<file path="config.mk">
export PLATFORM = sky130hd
export DESIGN_NAME = brush_footprint_membership_flat
export DESIGN_NICKNAME = d
export VERILOG_FILES = /design/src/bfm_pkg.sv /design/src/bfm_if.sv /design/src/brush_footprint_membership.sv /design/src/bfm_axis.sv /design/src/flat_wrapper.sv
export SDC_FILE = /design/constraint.sdc
export NUM_CORES = 1
export LEC_CHECK = 0
export ABC_AREA = 1
export BUFFER_PORTS_ARGS = -buffer_cell sky130_fd_sc_hd__clkbuf_2
export CAP_MARGIN = 40
export CELL_PAD_IN_SITES_DETAIL_PLACEMENT = 1
export CELL_PAD_IN_SITES_GLOBAL_PLACEMENT = 1
export CORE_MARGIN = 3
export CORE_UTILIZATION = 55
export CTS_CLUSTER_DIAMETER = 40
export CTS_CLUSTER_SIZE = 20
export DETAILED_ROUTE_END_ITERATION = 10
export PLACE_DENSITY = 0.95
export SLEW_MARGIN = 20
export SYNTH_ARGS = -nofsm -noshare
export SYNTH_HDL_FRONTEND = slang
export SYNTH_SLANG_ARGS = --single-unit
</file>
<file path="constraint.sdc">
create_clock -name clock -period 10.64 [get_ports clock]
set_input_delay 1.064 -clock clock [delete_from_list [all_inputs] [get_ports clock]]
set_output_delay 1.064 -clock clock [all_outputs]
set_load 0.005 [all_outputs]
</file>
<file path="src/bfm_pkg.sv">
// ----------------------------------------------------------------------------
// bfm_pkg
// Shared constants, register codes and pipeline types of the brush footprint
// membership block.
// ----------------------------------------------------------------------------
package bfm_pkg;

   // largest normalized brush size on either axis
   localparam int MAX_SIZE = 15;

   // tolerance of the round test as a ratio: inside when dist_sum < 201/200 * area (<= in exact mode)
   localparam int EPS_NUM = 201;
   localparam int EPS_DEN = 200;

   // widths of the fields
   localparam int OFFSET_W = 7;
   localparam int SIZE_W   = 4;
   localparam int SQ_W     = 2 * SIZE_W;
   localparam int PROD_W   = 2 * SQ_W;
   localparam int SUM_W    = PROD_W + 1;
   localparam int CMP_W    = SUM_W + 8;

   // brush shape codes
   localparam logic SHAPE_SQUARE = 1'b0;
   localparam logic SHAPE_ROUND  = 1'b1;

   // control register indexes
   typedef enum logic [1:0] {
      CSR_BRUSH_SHAPE = 2'd0,
      CSR_EXACT_MODE  = 2'd1,
      CSR_SIZE_X      = 2'd2,
      CSR_SIZE_Y      = 2'd3
   } csr_index_type;

   // per-axis geometry of one offset
   typedef struct packed {
      logic              box_ok;
      logic [SIZE_W-1:0] norm_size;
      logic [SIZE_W-1:0] div_size;
      logic [SIZE_W-1:0] reach;
      logic [SIZE_W-1:0] mag;
   } axis_info_type;

   // fields that ride along the pipeline unchanged
   typedef struct packed {
      logic              box_ok;
      logic              round;
      logic              exact;
      logic [SIZE_W-1:0] reach_x;
      logic [SIZE_W-1:0] reach_y;
      logic [SIZE_W-1:0] larger;
   } meta_type;

   typedef struct packed {
      meta_type          meta;
      logic [SIZE_W-1:0] mag_x;
      logic [SIZE_W-1:0] mag_y;
      logic [SIZE_W-1:0] div_x;
      logic [SIZE_W-1:0] div_y;
   } stage1_type;

   typedef struct packed {
      meta_type        meta;
      logic [SQ_W-1:0] sq_mag_x;
      logic [SQ_W-1:0] sq_mag_y;
      logic [SQ_W-1:0] sq_div_x;
      logic [SQ_W-1:0] sq_div_y;
   } stage2_type;

   typedef struct packed {
      meta_type          meta;
      logic [PROD_W-1:0] term_x;
      logic [PROD_W-1:0] term_y;
      logic [PROD_W-1:0] area;
   } stage3_type;

   typedef struct packed {
      meta_type          meta;
      logic [SUM_W-1:0]  dist_sum;
      logic [PROD_W-1:0] area;
   } stage4_type;

endpackage

</file>
<file path="src/bfm_if.sv">
// ----------------------------------------------------------------------------
// bfm request and response channels
// Valid/ready channels carrying one offset query and one membership result.
// ----------------------------------------------------------------------------
interface bfm_req_if;
   logic              valid;
   logic              ready;
   logic signed [6:0] offset_x;
   logic signed [6:0] offset_y;

   modport source (output valid, output offset_x, output offset_y, input ready);
   modport sink   (input valid, input offset_x, input offset_y, output ready);
endinterface

interface bfm_rsp_if;
   logic       valid;
   logic       ready;
   logic       inside_res;
   logic [3:0] reach_x;
   logic [3:0] reach_y;
   logic [3:0] larger_size;

   modport source (output valid, output inside_res, output reach_x, output reach_y,
                   output larger_size, input ready);
   modport sink   (input valid, input inside_res, input reach_x, input reach_y,
                   input larger_size, output ready);
endinterface

</file>
<file path="src/brush_footprint_membership.sv">
// ----------------------------------------------------------------------------
// brush_footprint_membership
// Tests whether a cell offset lies inside a square or round brush footprint.
// ----------------------------------------------------------------------------
// A query transferred on req_if gives its result on rsp_if, and a new query
// can be transferred in every cycle: the path is a five stage pipeline
// (bounds, squares, cross products, sum, tolerance compare) that only stops
// when the result register is full and rsp_if is not ready. Control registers
// are written through csr_write_en/csr_index/csr_write_data and take effect
// for the next query; write them only while no query is in flight.
module brush_footprint_membership (
   input  logic                   clock,
   input  logic                   reset,
   bfm_req_if.sink                req_if,
   bfm_rsp_if.source              rsp_if,
   input  logic                   csr_write_en,
   input  bfm_pkg::csr_index_type csr_index,
   input  logic [3:0]             csr_write_data
);
   import bfm_pkg::*;

   // control registers
   logic              shape_ff;
   logic              exact_ff;
   logic [SIZE_W-1:0] size_x_ff;
   logic [SIZE_W-1:0] size_y_ff;

   always_ff @(posedge clock) begin
      if (reset) begin
         shape_ff  <= SHAPE_SQUARE;
         exact_ff  <= 1'b0;
         size_x_ff <= '0;
         size_y_ff <= '0;
      end else if (csr_write_en) begin
         unique case (csr_index)
            CSR_BRUSH_SHAPE: shape_ff  <= csr_write_data[0];
            CSR_EXACT_MODE:  exact_ff  <= csr_write_data[0];
            CSR_SIZE_X:      size_x_ff <= csr_write_data[SIZE_W-1:0];
            CSR_SIZE_Y:      size_y_ff <= csr_write_data[SIZE_W-1:0];
         endcase
      end
   end

   // pipeline advances whenever the result register can take a new value
   logic advance;
   logic valid1_ff, valid2_ff, valid3_ff, valid4_ff, rsp_valid_ff;

   assign advance      = !rsp_valid_ff || rsp_if.ready;
   assign req_if.ready = advance;

   always_ff @(posedge clock) begin
      if (reset) begin
         valid1_ff    <= 1'b0;
         valid2_ff    <= 1'b0;
         valid3_ff    <= 1'b0;
         valid4_ff    <= 1'b0;
         rsp_valid_ff <= 1'b0;
      end else if (advance) begin
         valid1_ff    <= req_if.valid;
         valid2_ff    <= valid1_ff;
         valid3_ff    <= valid2_ff;
         valid4_ff    <= valid3_ff;
         rsp_valid_ff <= valid4_ff;
      end
   end

   // stage 1: per-axis bounds and coordinates
   axis_info_type info_x, info_y;
   stage1_type    st1_in, st1_ff;

   bfm_axis u_axis_x (
      .size_reg (size_x_ff),
      .exact    (exact_ff),
      .offset   (req_if.offset_x),
      .info     (info_x)
   );

   bfm_axis u_axis_y (
      .size_reg (size_y_ff),
      .exact    (exact_ff),
      .offset   (req_if.offset_y),
      .info     (info_y)
   );

   always_comb begin
      st1_in.meta.box_ok  = info_x.box_ok && info_y.box_ok;
      st1_in.meta.round   = (shape_ff == SHAPE_ROUND);
      st1_in.meta.exact   = exact_ff;
      st1_in.meta.reach_x = info_x.reach;
      st1_in.meta.reach_y = info_y.reach;
      st1_in.meta.larger  = (info_x.norm_size > info_y.norm_size) ?
                            info_x.norm_size : info_y.norm_size;
      st1_in.mag_x        = info_x.mag;
      st1_in.mag_y        = info_y.mag;
      st1_in.div_x        = info_x.div_size;
      st1_in.div_y        = info_y.div_size;
   end

   // stage 2: squares of coordinates and radii
   stage2_type st2_in, st2_ff;

   always_comb begin
      st2_in.meta     = st1_ff.meta;
      st2_in.sq_mag_x = st1_ff.mag_x * st1_ff.mag_x;
      st2_in.sq_mag_y = st1_ff.mag_y * st1_ff.mag_y;
      st2_in.sq_div_x = st1_ff.div_x * st1_ff.div_x;
      st2_in.sq_div_y = st1_ff.div_y * st1_ff.div_y;
   end

   // stage 3: cross products of the ellipse inequality
   stage3_type st3_in, st3_ff;

   always_comb begin
      st3_in.meta   = st2_ff.meta;
      st3_in.term_x = st2_ff.sq_mag_x * st2_ff.sq_div_y;
      st3_in.term_y = st2_ff.sq_mag_y * st2_ff.sq_div_x;
      st3_in.area   = st2_ff.sq_div_x * st2_ff.sq_div_y;
   end

   // stage 4: sum of the distance terms
   stage4_type st4_in, st4_ff;

   always_comb begin
      st4_in.meta     = st3_ff.meta;
      st4_in.dist_sum = {1'b0, st3_ff.term_x} + {1'b0, st3_ff.term_y};
      st4_in.area     = st3_ff.area;
   end

   // stage 5: scaled compare with tolerance, result register
   logic [CMP_W-1:0]  lhs, rhs;
   logic              ellipse_ok;
   logic              inside_in, inside_ff;
   logic [SIZE_W-1:0] reach_x_ff, reach_y_ff, larger_ff;

   always_comb begin
      lhs        = CMP_W'(st4_ff.dist_sum) * CMP_W'(EPS_DEN);
      rhs        = CMP_W'(st4_ff.area) * CMP_W'(EPS_NUM);
      ellipse_ok = st4_ff.meta.exact ? (lhs <= rhs) : (lhs < rhs);
      inside_in  = st4_ff.meta.box_ok && (!st4_ff.meta.round || ellipse_ok);
   end

   // payload registers
   always_ff @(posedge clock) begin
      if (advance) begin
         st1_ff     <= st1_in;
         st2_ff     <= st2_in;
         st3_ff     <= st3_in;
         st4_ff     <= st4_in;
         inside_ff  <= inside_in;
         reach_x_ff <= st4_ff.meta.reach_x;
         reach_y_ff <= st4_ff.meta.reach_y;
         larger_ff  <= st4_ff.meta.larger;
      end
   end

   assign rsp_if.valid       = rsp_valid_ff;
   assign rsp_if.inside_res  = inside_ff;
   assign rsp_if.reach_x     = reach_x_ff;
   assign rsp_if.reach_y     = reach_y_ff;
   assign rsp_if.larger_size = larger_ff;

endmodule

</file>
<file path="src/bfm_axis.sv">
// ----------------------------------------------------------------------------
// bfm_axis
// One axis of the footprint: size normalization, span bounds, box test and
// the centred coordinate magnitude used by the round test.
// ----------------------------------------------------------------------------
module bfm_axis (
   input  logic [bfm_pkg::SIZE_W-1:0]          size_reg,
   input  logic                                exact,
   input  logic signed [bfm_pkg::OFFSET_W-1:0] offset,
   output bfm_pkg::axis_info_type              info
);
   import bfm_pkg::*;

   localparam logic [OFFSET_W-1:0] MAX_SIZE_W = OFFSET_W'(MAX_SIZE);

   logic [SIZE_W-1:0]          size_n;
   logic signed [OFFSET_W-1:0] size_s;
   logic signed [OFFSET_W-1:0] half_s;
   logic signed [OFFSET_W-1:0] lo;
   logic signed [OFFSET_W-1:0] hi;
   logic signed [OFFSET_W:0]   center2;
   logic signed [OFFSET_W:0]   coord;
   logic [OFFSET_W:0]          coord_abs;

   always_comb begin
      // clamp the size into its legal range
      size_n = size_reg;
      if (exact && size_reg == '0) begin
         size_n = SIZE_W'(1);
      end
      if ({{(OFFSET_W-SIZE_W){1'b0}}, size_n} > MAX_SIZE_W) begin
         size_n = SIZE_W'(MAX_SIZE);
      end
      size_s = signed'({{(OFFSET_W-SIZE_W){1'b0}}, size_n});
      half_s = signed'({{(OFFSET_W-SIZE_W+1){1'b0}}, size_n[SIZE_W-1:1]});

      // span bounds and reach
      priority if (!exact) begin
         lo         = -size_s;
         hi         = size_s;
         info.reach = size_n;
      end else if (size_n[0]) begin
         lo         = -half_s;
         hi         = half_s;
         info.reach = size_n >> 1;
      end else begin
         lo         = OFFSET_W'(1) - size_s;
         hi         = '0;
         info.reach = size_n - SIZE_W'(1);
      end

      info.box_ok    = (offset >= lo) && (offset <= hi);
      info.norm_size = size_n;
      info.div_size  = (size_n == '0) ? SIZE_W'(1) : size_n;

      // doubled coordinate about the span centre in exact mode
      center2 = {lo[OFFSET_W-1], lo} + {hi[OFFSET_W-1], hi};
      if (exact) begin
         coord = {offset, 1'b0} - center2;
      end else begin
         coord = {offset[OFFSET_W-1], offset};
      end
      coord_abs = coord[OFFSET_W] ? unsigned'(-coord) : unsigned'(coord);
      info.mag  = coord_abs[SIZE_W-1:0];
   end

endmodule

</file>
<file path="src/flat_wrapper.sv">
// flat-port wrapper written by rule: the top's interface ports become plain ports
module brush_footprint_membership_flat import bfm_pkg::*;
  (clock, reset, csr_write_en, csr_index, csr_write_data, req_if_valid, req_if_offset_x, req_if_offset_y, req_if_ready, rsp_if_valid, rsp_if_inside_res, rsp_if_reach_x, rsp_if_reach_y, rsp_if_larger_size, rsp_if_ready);
  bfm_req_if req_if_i ();
  bfm_rsp_if rsp_if_i ();
  input  logic clock;
  input  logic reset;
  input  logic csr_write_en;
  input  bfm_pkg::csr_index_type csr_index;
  input  logic [3:0] csr_write_data;
  input wire logic [$bits(req_if_i.valid)-1:0] req_if_valid;
  input wire logic [$bits(req_if_i.offset_x)-1:0] req_if_offset_x;
  input wire logic [$bits(req_if_i.offset_y)-1:0] req_if_offset_y;
  output wire logic [$bits(req_if_i.ready)-1:0] req_if_ready;
  output wire logic [$bits(rsp_if_i.valid)-1:0] rsp_if_valid;
  output wire logic [$bits(rsp_if_i.inside_res)-1:0] rsp_if_inside_res;
  output wire logic [$bits(rsp_if_i.reach_x)-1:0] rsp_if_reach_x;
  output wire logic [$bits(rsp_if_i.reach_y)-1:0] rsp_if_reach_y;
  output wire logic [$bits(rsp_if_i.larger_size)-1:0] rsp_if_larger_size;
  input wire logic [$bits(rsp_if_i.ready)-1:0] rsp_if_ready;
  assign req_if_i.valid = req_if_valid;
  assign req_if_i.offset_x = req_if_offset_x;
  assign req_if_i.offset_y = req_if_offset_y;
  assign req_if_ready = req_if_i.ready;
  assign rsp_if_valid = rsp_if_i.valid;
  assign rsp_if_inside_res = rsp_if_i.inside_res;
  assign rsp_if_reach_x = rsp_if_i.reach_x;
  assign rsp_if_reach_y = rsp_if_i.reach_y;
  assign rsp_if_larger_size = rsp_if_i.larger_size;
  assign rsp_if_i.ready = rsp_if_ready;
  brush_footprint_membership u_core (.clock(clock), .reset(reset), .req_if(req_if_i), .rsp_if(rsp_if_i), .csr_write_en(csr_write_en), .csr_index(csr_index), .csr_write_data(csr_write_data));
endmodule
</file>
==> reports/metrics.csv, run 1 <==
stage,metric,value,unit
power,worst vdd ir,0.562,mV
synth,Synth warnings,0,
power,Leak Pwr,12.1,nW
timing,unrepaired setup endpoints after global routing,false,
timing,Setup TNS,0,ps
critical_path,WS Path Type,flop to flop,
floorplanning,Ports,40,
placed_design,Placed Instances,2628,
routing,Antenna Nets Post-Route,0,
clock_tree,CTS sink cnt,209,
synth,post-synth cell types,48,
critical_path,cell chain of the critical path,ha_1 > fa_1 > fa_1 > ha_1 > ha_1 > nand2_1 > nor2_1 > inv_1 > o21ai_1 > nand3_1 > nand2_1 > xnor2_1 > ha_1 > nand3_1 > nor3_1 > nand2_1 > nor3_1 > nand3_1 > nand2_1 > nor2_1 > nor2_1,
routing,DRC Markers,0,
critical_path,Critical Path Sink Type,flop,
floorplanning,row count,68,
finish,sequential cell area,6130,µm²
routing,TritonRoute pass-1 iters,5,
clock_tree,Worst-Skew Late Latency,560,ps
critical_path,crit path max fanout,4,
synth,post-synthesis sequential area ratio,0.312,
critical_path,slowest CP cell,fa_1,
clock_tree,H-tree Lvls,2,
global_route,vias in the first global route,18500,
global_route,largest net degree at the start of global routing,118,
timing,relative slew slack,0.483,
finish,Layout Cells excl Fill,2700,
synth,Post-synth EDFFs,194,
timing,final setup margin,5350,ps
global_route,initial antenna violation count,1,
timing,top achievable clock speed,189,MHz
synth,synthesized netlist cell count,2149,
routing,aggregate routed wire length,60.8,mm
finish,multi-input logic area,11700,µm²
synth,"area leader, netlist",edfxtp_1,
clock_tree,TritonCTS Buffers,38,
timing,final max-slew violation count,0,
clock_tree,root buffer cell,clkbuf_16,
placed_design,Post-DP HPWL,42.9,mm
routing,drt wl/cell,22.5,µm
timing,Hold WS,415,ps
clock_tree,Setup Buffers After CTS,0,
placed_design,Placer Congestion,0.898,
synth,dominant cell by count in the synthesized netlist,inv_1,
floorplanning,Die Y,195,µm
critical_path,Worst EP required,11050,ps
timing,Tcrit/Tclk final,0.497,
synth,top cell type's share of synthesized area,0.297,
synth,Main synth FF type,edfxtp_1,
global_route,GRT overflow,0,
global_route,first-pass GRT wire length,97.8,mm
placed_design,IO buf count,39,
power,Power Total,6.21,mW
floorplanning,Core Region,34900,µm²
timing,Tightest Pin Transition,775,ps
synth,synth cell count leaders,"455 x inv_1, 407 x nand2_1, 347 x ha_1, 194 x edfxtp_1, 118 x fa_1",
routing,drt initial violations,922,
power,PwrDens,285,nW/µm²
synth,Seq cells post-synth,209,
floorplanning,Die Area,38000,µm²
synth,top post-synthesis cells by area,"edfxtp_1 30%, ha_1 22%, fa_1 12%, inv_1 8.7%, nand2_1 7.8%",
run_status,status,completed,
global_route,Tot GR Track Use,0.323,
finish,proportion of layout cells with a drive suffix above 1,0.0615,
routing,via count,15800,
min_path,worst hold path type,flop to flop,
synth,Post-synth ARST share,0,
finish,Area Overhead vs Synth,10.8,%
routing,via/cell ratio,5.85,
clock_tree,CTS tree,built,
timing,Period minus WS final,5290,ps
critical_path,max incr delay on CP,540,ps
timing,Fin. Hold Viols,0,
critical_path,Critical Path Start Type,flop,
clock_tree,clock-pin slew on the worst setup and hold paths,60,ps
floorplanning,die extent in x,195,µm
finish,# diodes,0,
timing,final setup fails,0,
synth,Post-Syn Area,19600,µm²
floorplanning,Initial Util,0.563,
clock_tree,post-cts resize count,0,
critical_path,Worst EP arrival,5700,ps
placed_design,"worst slack, placed",5690,ps
finish,Fill cells,3975,
timing,skew final,26.8,ps
clock_tree,hold buffer count at cts,0,
job,Max-cap violations,0,
synth,mean post-synth cell area,9.14,µm²
finish,fin nets,2705,
clock_tree,deepest clock path buffer count,3,
[worst max-delay path: cells and delay by family, from the launching register on]
kind,cells,cell delay (ps)
AO/OA/AOI/OAI,1,270
XOR/XNOR,1,80
adder cells (fa/ha/maj),6,2390
buffers and inverters,1,60
flip-flops,1,510
AND/OR/NAND/NOR,12,1810
[cells by family after synthesis]
logic type	share of synthesized area
AO/OA/AOI/OAI	0.0768
buffers and inverters	0.0945
XOR/XNOR	0.0459
other	0.000382
flip-flops	0.312
AND/OR/NAND/NOR	0.129
adder cells (fa/ha/maj)	0.341
[flip-flops by register name, indices dropped and copies added, names as in the netlist]
signal / cells
u_core.st3_ff: 60
u_core.st4_ff: 47
u_core.st2_ff: 43
u_core.st1_ff: 31
u_core.rsp_if.larger_size: 4
u_core.rsp_if.reach_x: 4
u_core.rsp_if.reach_y: 4
u_core.size_x_ff: 4
u_core.size_y_ff: 4
u_core.exact_ff: 1
u_core.rsp_if.inside_res: 1
u_core.rsp_if.valid: 1
u_core.shape_ff: 1
u_core.valid1_ff: 1
u_core.valid2_ff: 1
u_core.valid3_ff: 1
u_core.valid4_ff: 1
[metrics by stage]
| step | util | area [µm²] |
|---|---|---|
| 5_1_grt | 0.624 | 21800 |
| 3_3_place_gp | 0.584 | 20400 |
| 4_1_cts | 0.623 | 21700 |
| 3_5_place_dp | 0.584 | 20400 |
| 6_report | 0.624 | 21800 |
| 2_1_floorplan | - | 19700 |
[final timing paths]
kind         slack, ps  depth (start not counted)                   startpoint                                 end
min                420                          0  u_core.st4_ff[41]$_DFFE_PP_  u_core.rsp_if.reach_x[0]$_DFFE_PP_
max reg2reg       5350                         21   u_core.st4_ff[7]$_DFFE_PP_  u_core.rsp_if.inside_res$_DFFE_PP_
max               5350                         21   u_core.st4_ff[7]$_DFFE_PP_  u_core.rsp_if.inside_res$_DFFE_PP_
min reg2reg        420                          0  u_core.st4_ff[41]$_DFFE_PP_  u_core.rsp_if.reach_x[0]$_DFFE_PP_
[layout make-up]
class	count	share of cell area
multi-input combinational	1460	0.538
sequential	209	0.281
tap	455	0.0262
timing repair buffer	44	0.0129
clock buffer	43	0.0475
clock inverter	27	0.0141
inverter	462	0.0801
[cell usage in the layout (no fill, tap or decap), types with 5 or more instances in the layout]
cell type   synthesis  final
inv_2               6      6
nand2_1           407    407
o2111ai_1           5      5
o21ai_0            62     62
a21o_1              5      5
xor2_1             66     66
fa_1              118    118
inv_8               0      6
a211oi_1           13     13
nor3_1             17     17
clkbuf_2            0     39
clkinvlp_4          0      5
conb_1              2     14
nor2_1            102    102
edfxtp_1          194    194
ha_1              347    347
clkbuf_16           0     41
a21oi_1           116    116
o22ai_1             7      7
o21a_1              6      6
nand4_1            11     11
o31ai_1             6      6
o21ai_1            16     16
inv_1             455    454
nand3_1            55     55
xnor2_1            37     37
a31oi_1            14     14
dfxtp_1            15     15
[routing by layer]
metal / part of all wire / vias up / global-route usage
li1: - / 7086 / -
met1: 0.35 / 7820 / 0.329
met2: 0.54 / 592 / 0.618
met3: 0.043 / 305 / 0.0530
met4: 0.067 / 2 / 0.188
met5: 0.00030 / - / 0
[where the power goes]
part	internal (mW)	switching [mW]
registers	1.09	0.168
logic	1.35	2.33
clock network	0.793	0.483
Note: power is estimated with default switching activity, not from simulation.
==> inputs of run 2 (changes only) <==
CORE_UTILIZATION = 51   (was 55)
PLACE_DENSITY = 0.93   (was 0.95)
clock period = 5.1 ns   (was 10.64 ns; I/O delays follow)
==> run 2 against run 1 <==
Net effect:
- final cell count increased by 3.3%
- routed wire length shrank 0.11%
- critical path depth decreased by 8
- critical path type unchanged
- critical endpoint is now u_core.st3_ff[45]$_DFFE_PP_
==> reports/metrics.csv, run 2 (synthesis results as in run 1) <==
stage,metric,value,unit,change
timing,Tightest Pin Transition,675,ps,was 775 ps
timing,Period minus WS final,5100,ps,was 5290 ps
timing,Fin. Hold Viols,0,,unchanged
global_route,largest net degree at the start of global routing,93,,was 118
clock_tree,deepest clock path buffer count,3,,unchanged
finish,Reg with most FFs,u_core.st3_ff,,unchanged
placed_design,dpl cell area,20500,µm²,was 20400 µm²
floorplanning,die extent in x,202,µm,was 195 µm
finish,proportion of layout cells with a drive suffix above 1,0.0760,,was 0.0615
timing,Setup TNS,0,ps,unchanged
placed_design,"worst slack, placed",211,ps,was 5690 ps
clock_tree,Worst-Skew Late Latency,550,ps,was 560 ps
routing,TritonRoute pass-1 iters,8,,was 5
power,Leak Pwr,12.3,nW,was 12.1 nW
job,Max-cap violations,0,,unchanged
finish,"most common cell after layout, fill and taps aside",inv_1,,unchanged
clock_tree,H-tree Lvls,2,,unchanged
finish,Regs by FF count,"u_core.st3_ff (60), u_core.st4_ff (47), u_core.st2_ff (43)",,unchanged
timing,relative slew slack,0.550,,was 0.483
floorplanning,Ports,40,,unchanged
finish,Fill cells,4327,,was 3975
timing,final max-slew violation count,0,,unchanged
global_route,first-pass GRT wire length,92.3,mm,was 97.8 mm
placed_design,Post-DP HPWL,41.7,mm,was 42.9 mm
timing,top achievable clock speed,196,MHz,was 189 MHz
clock_tree,root buffer cell,clkbuf_16,,unchanged
floorplanning,Die Y,202,µm,was 195 µm
finish,final instance area,22100,µm²,was 21800 µm²
finish,Largest register FFs,60,,unchanged
power,Power Total,12.6,mW,was 6.21 mW
critical_path,WS Path Type,flop to flop,,unchanged
critical_path,Worst EP arrival,5380,ps,was 5700 ps
routing,Antenna Nets Post-Route,0,,unchanged
power,Gate power share,0.584,,was 0.592
clock_tree,clock-pin slew on the worst setup and hold paths,70,ps,was 60 ps
routing,drt initial violations,854,,was 922
global_route,initial antenna violation count,1,,unchanged
clock_tree,CTS tree,built,,unchanged
global_route,Tot GR Track Use,0.283,,was 0.323
routing,via/cell ratio,5.67,,was 5.85
critical_path,Worst EP required,5380,ps,was 11050 ps
run_status,status,completed,,unchanged
timing,final setup fails,0,,unchanged
floorplanning,Initial Util,0.519,,was 0.563
finish,# diodes,0,,unchanged
routing,drt wl/cell,21.8,µm,was 22.5 µm
power,internal power,6.69,mW,was 3.23 mW
critical_path,Critical Path Sink Type,flop,,unchanged
clock_tree,CTS sink cnt,209,,unchanged
clock_tree,hold buffer count at cts,0,,unchanged
power,Clock power frac,0.211,,was 0.206
placed_design,Placed Instances,2692,,was 2628
finish,Layout Cells excl Fill,2788,,was 2700
floorplanning,Core Region,37800,µm²,was 34900 µm²
floorplanning,row count,71,,was 68
timing,skew final,27.0,ps,was 26.8 ps
placed_design,IO buf count,39,,unchanged
routing,DRC Markers,0,,unchanged
floorplanning,Die Area,40900,µm²,was 38000 µm²
finish,fin nets,2738,,was 2705
finish,Area Overhead vs Synth,12.3,%,was 10.8%
power,PwrDens,571,nW/µm²,was 285 nW/µm²
routing,aggregate routed wire length,60.7,mm,was 60.8 mm
routing,via count,15800,,about the same
critical_path,Critical Path Start Type,flop,,unchanged
timing,Tcrit/Tclk final,0.999,,was 0.497
placed_design,Placer Congestion,0.876,,was 0.898
critical_path,crit path max fanout,7,,was 4
finish,most frequent cells in the layout,"454 x inv_1, 407 x nand2_1, 347 x ha_1",,unchanged
clock_tree,TritonCTS Buffers,38,,unchanged
power,Sw Share,0.469,,was 0.480
power,Psw,5.92,mW,was 2.98 mW
timing,Hold WS,204,ps,was 415 ps
finish,fin util,0.583,,was 0.624
global_route,GRT overflow,0,,unchanged
min_path,worst hold path type,input pin to flop,,was flop to flop
power,Seq pwr share,0.205,,was 0.202
global_route,vias in the first global route,18000,,was 18500
power,worst vdd ir,0.531,mV,was 0.562 mV
timing,final setup margin,3.08,ps,was 5350 ps
run 2: final timing paths:
check / depth (start not counted) / slack (ps) / startpoint / to
setup / recovery: 13 / 3 / u_core.st2_ff[27]$_DFFE_PP_ / u_core.st3_ff[45]$_DFFE_PP_
hold / removal: 3 / 200 / req_if_valid / u_core.valid1_ff$_SDFFE_PP0P_
setup reg to reg: 13 / 3 / u_core.st2_ff[27]$_DFFE_PP_ / u_core.st3_ff[45]$_DFFE_PP_
hold reg to reg: 0 / 410 / u_core.st2_ff[37]$_DFFE_PP_ / u_core.st3_ff[53]$_DFFE_PP_
run 2: worst max-delay path, stage by stage, from the launching register on:
cell and delay [ps]:
edfxtp_1 580, nand2_1 290, fa_1 690, inv_1 110
fa_1 510, fa_1 540, fa_1 510, ha_1 390
nand2_1 140, o21ai_0 240, nor2_1 110, o21ai_0 340
a31oi_1 180, xnor2_1 170
run 2: power groups by stage:
stage	logic, mW	clock network (mW)	registers [mW]
3_3_place_gp	6.51	0	2.57
5_1_grt	8.36	2.77	2.61
6_report	7.36	2.66	2.58
2_1_floorplan	5.22	0	2.45
3_5_place_dp	7.11	0	2.60
4_1_cts	7.29	2.68	2.58
run 2: cell type report:
cell class,instances,area [µm²],share of cell area
clock buffers,41,983,0.0446
clock inverters,28,362,0.0164
inverters,462,1740,0.0791
multi-input cells,1460,11700,0.531
flip-flops and latches,209,6130,0.278
well taps,511,639,0.0290
repair buffers,77,493,0.0223
run 2: layer usage:
metal  GRT usage  share of wire  wire length, µm
met5           0        0.00021               13
met2       0.543           0.53            32400
met1       0.286           0.35            21100
met3      0.0499          0.048             2880
met4       0.166          0.071             4290
run 2: timing repair:
| action | CTS | global route |
|---|---|---|
| endpoints found under the setup margin | 0 | 5 |
| setup buffers | 0 | 26 |
| gates resized for setup | 0 | 2 |
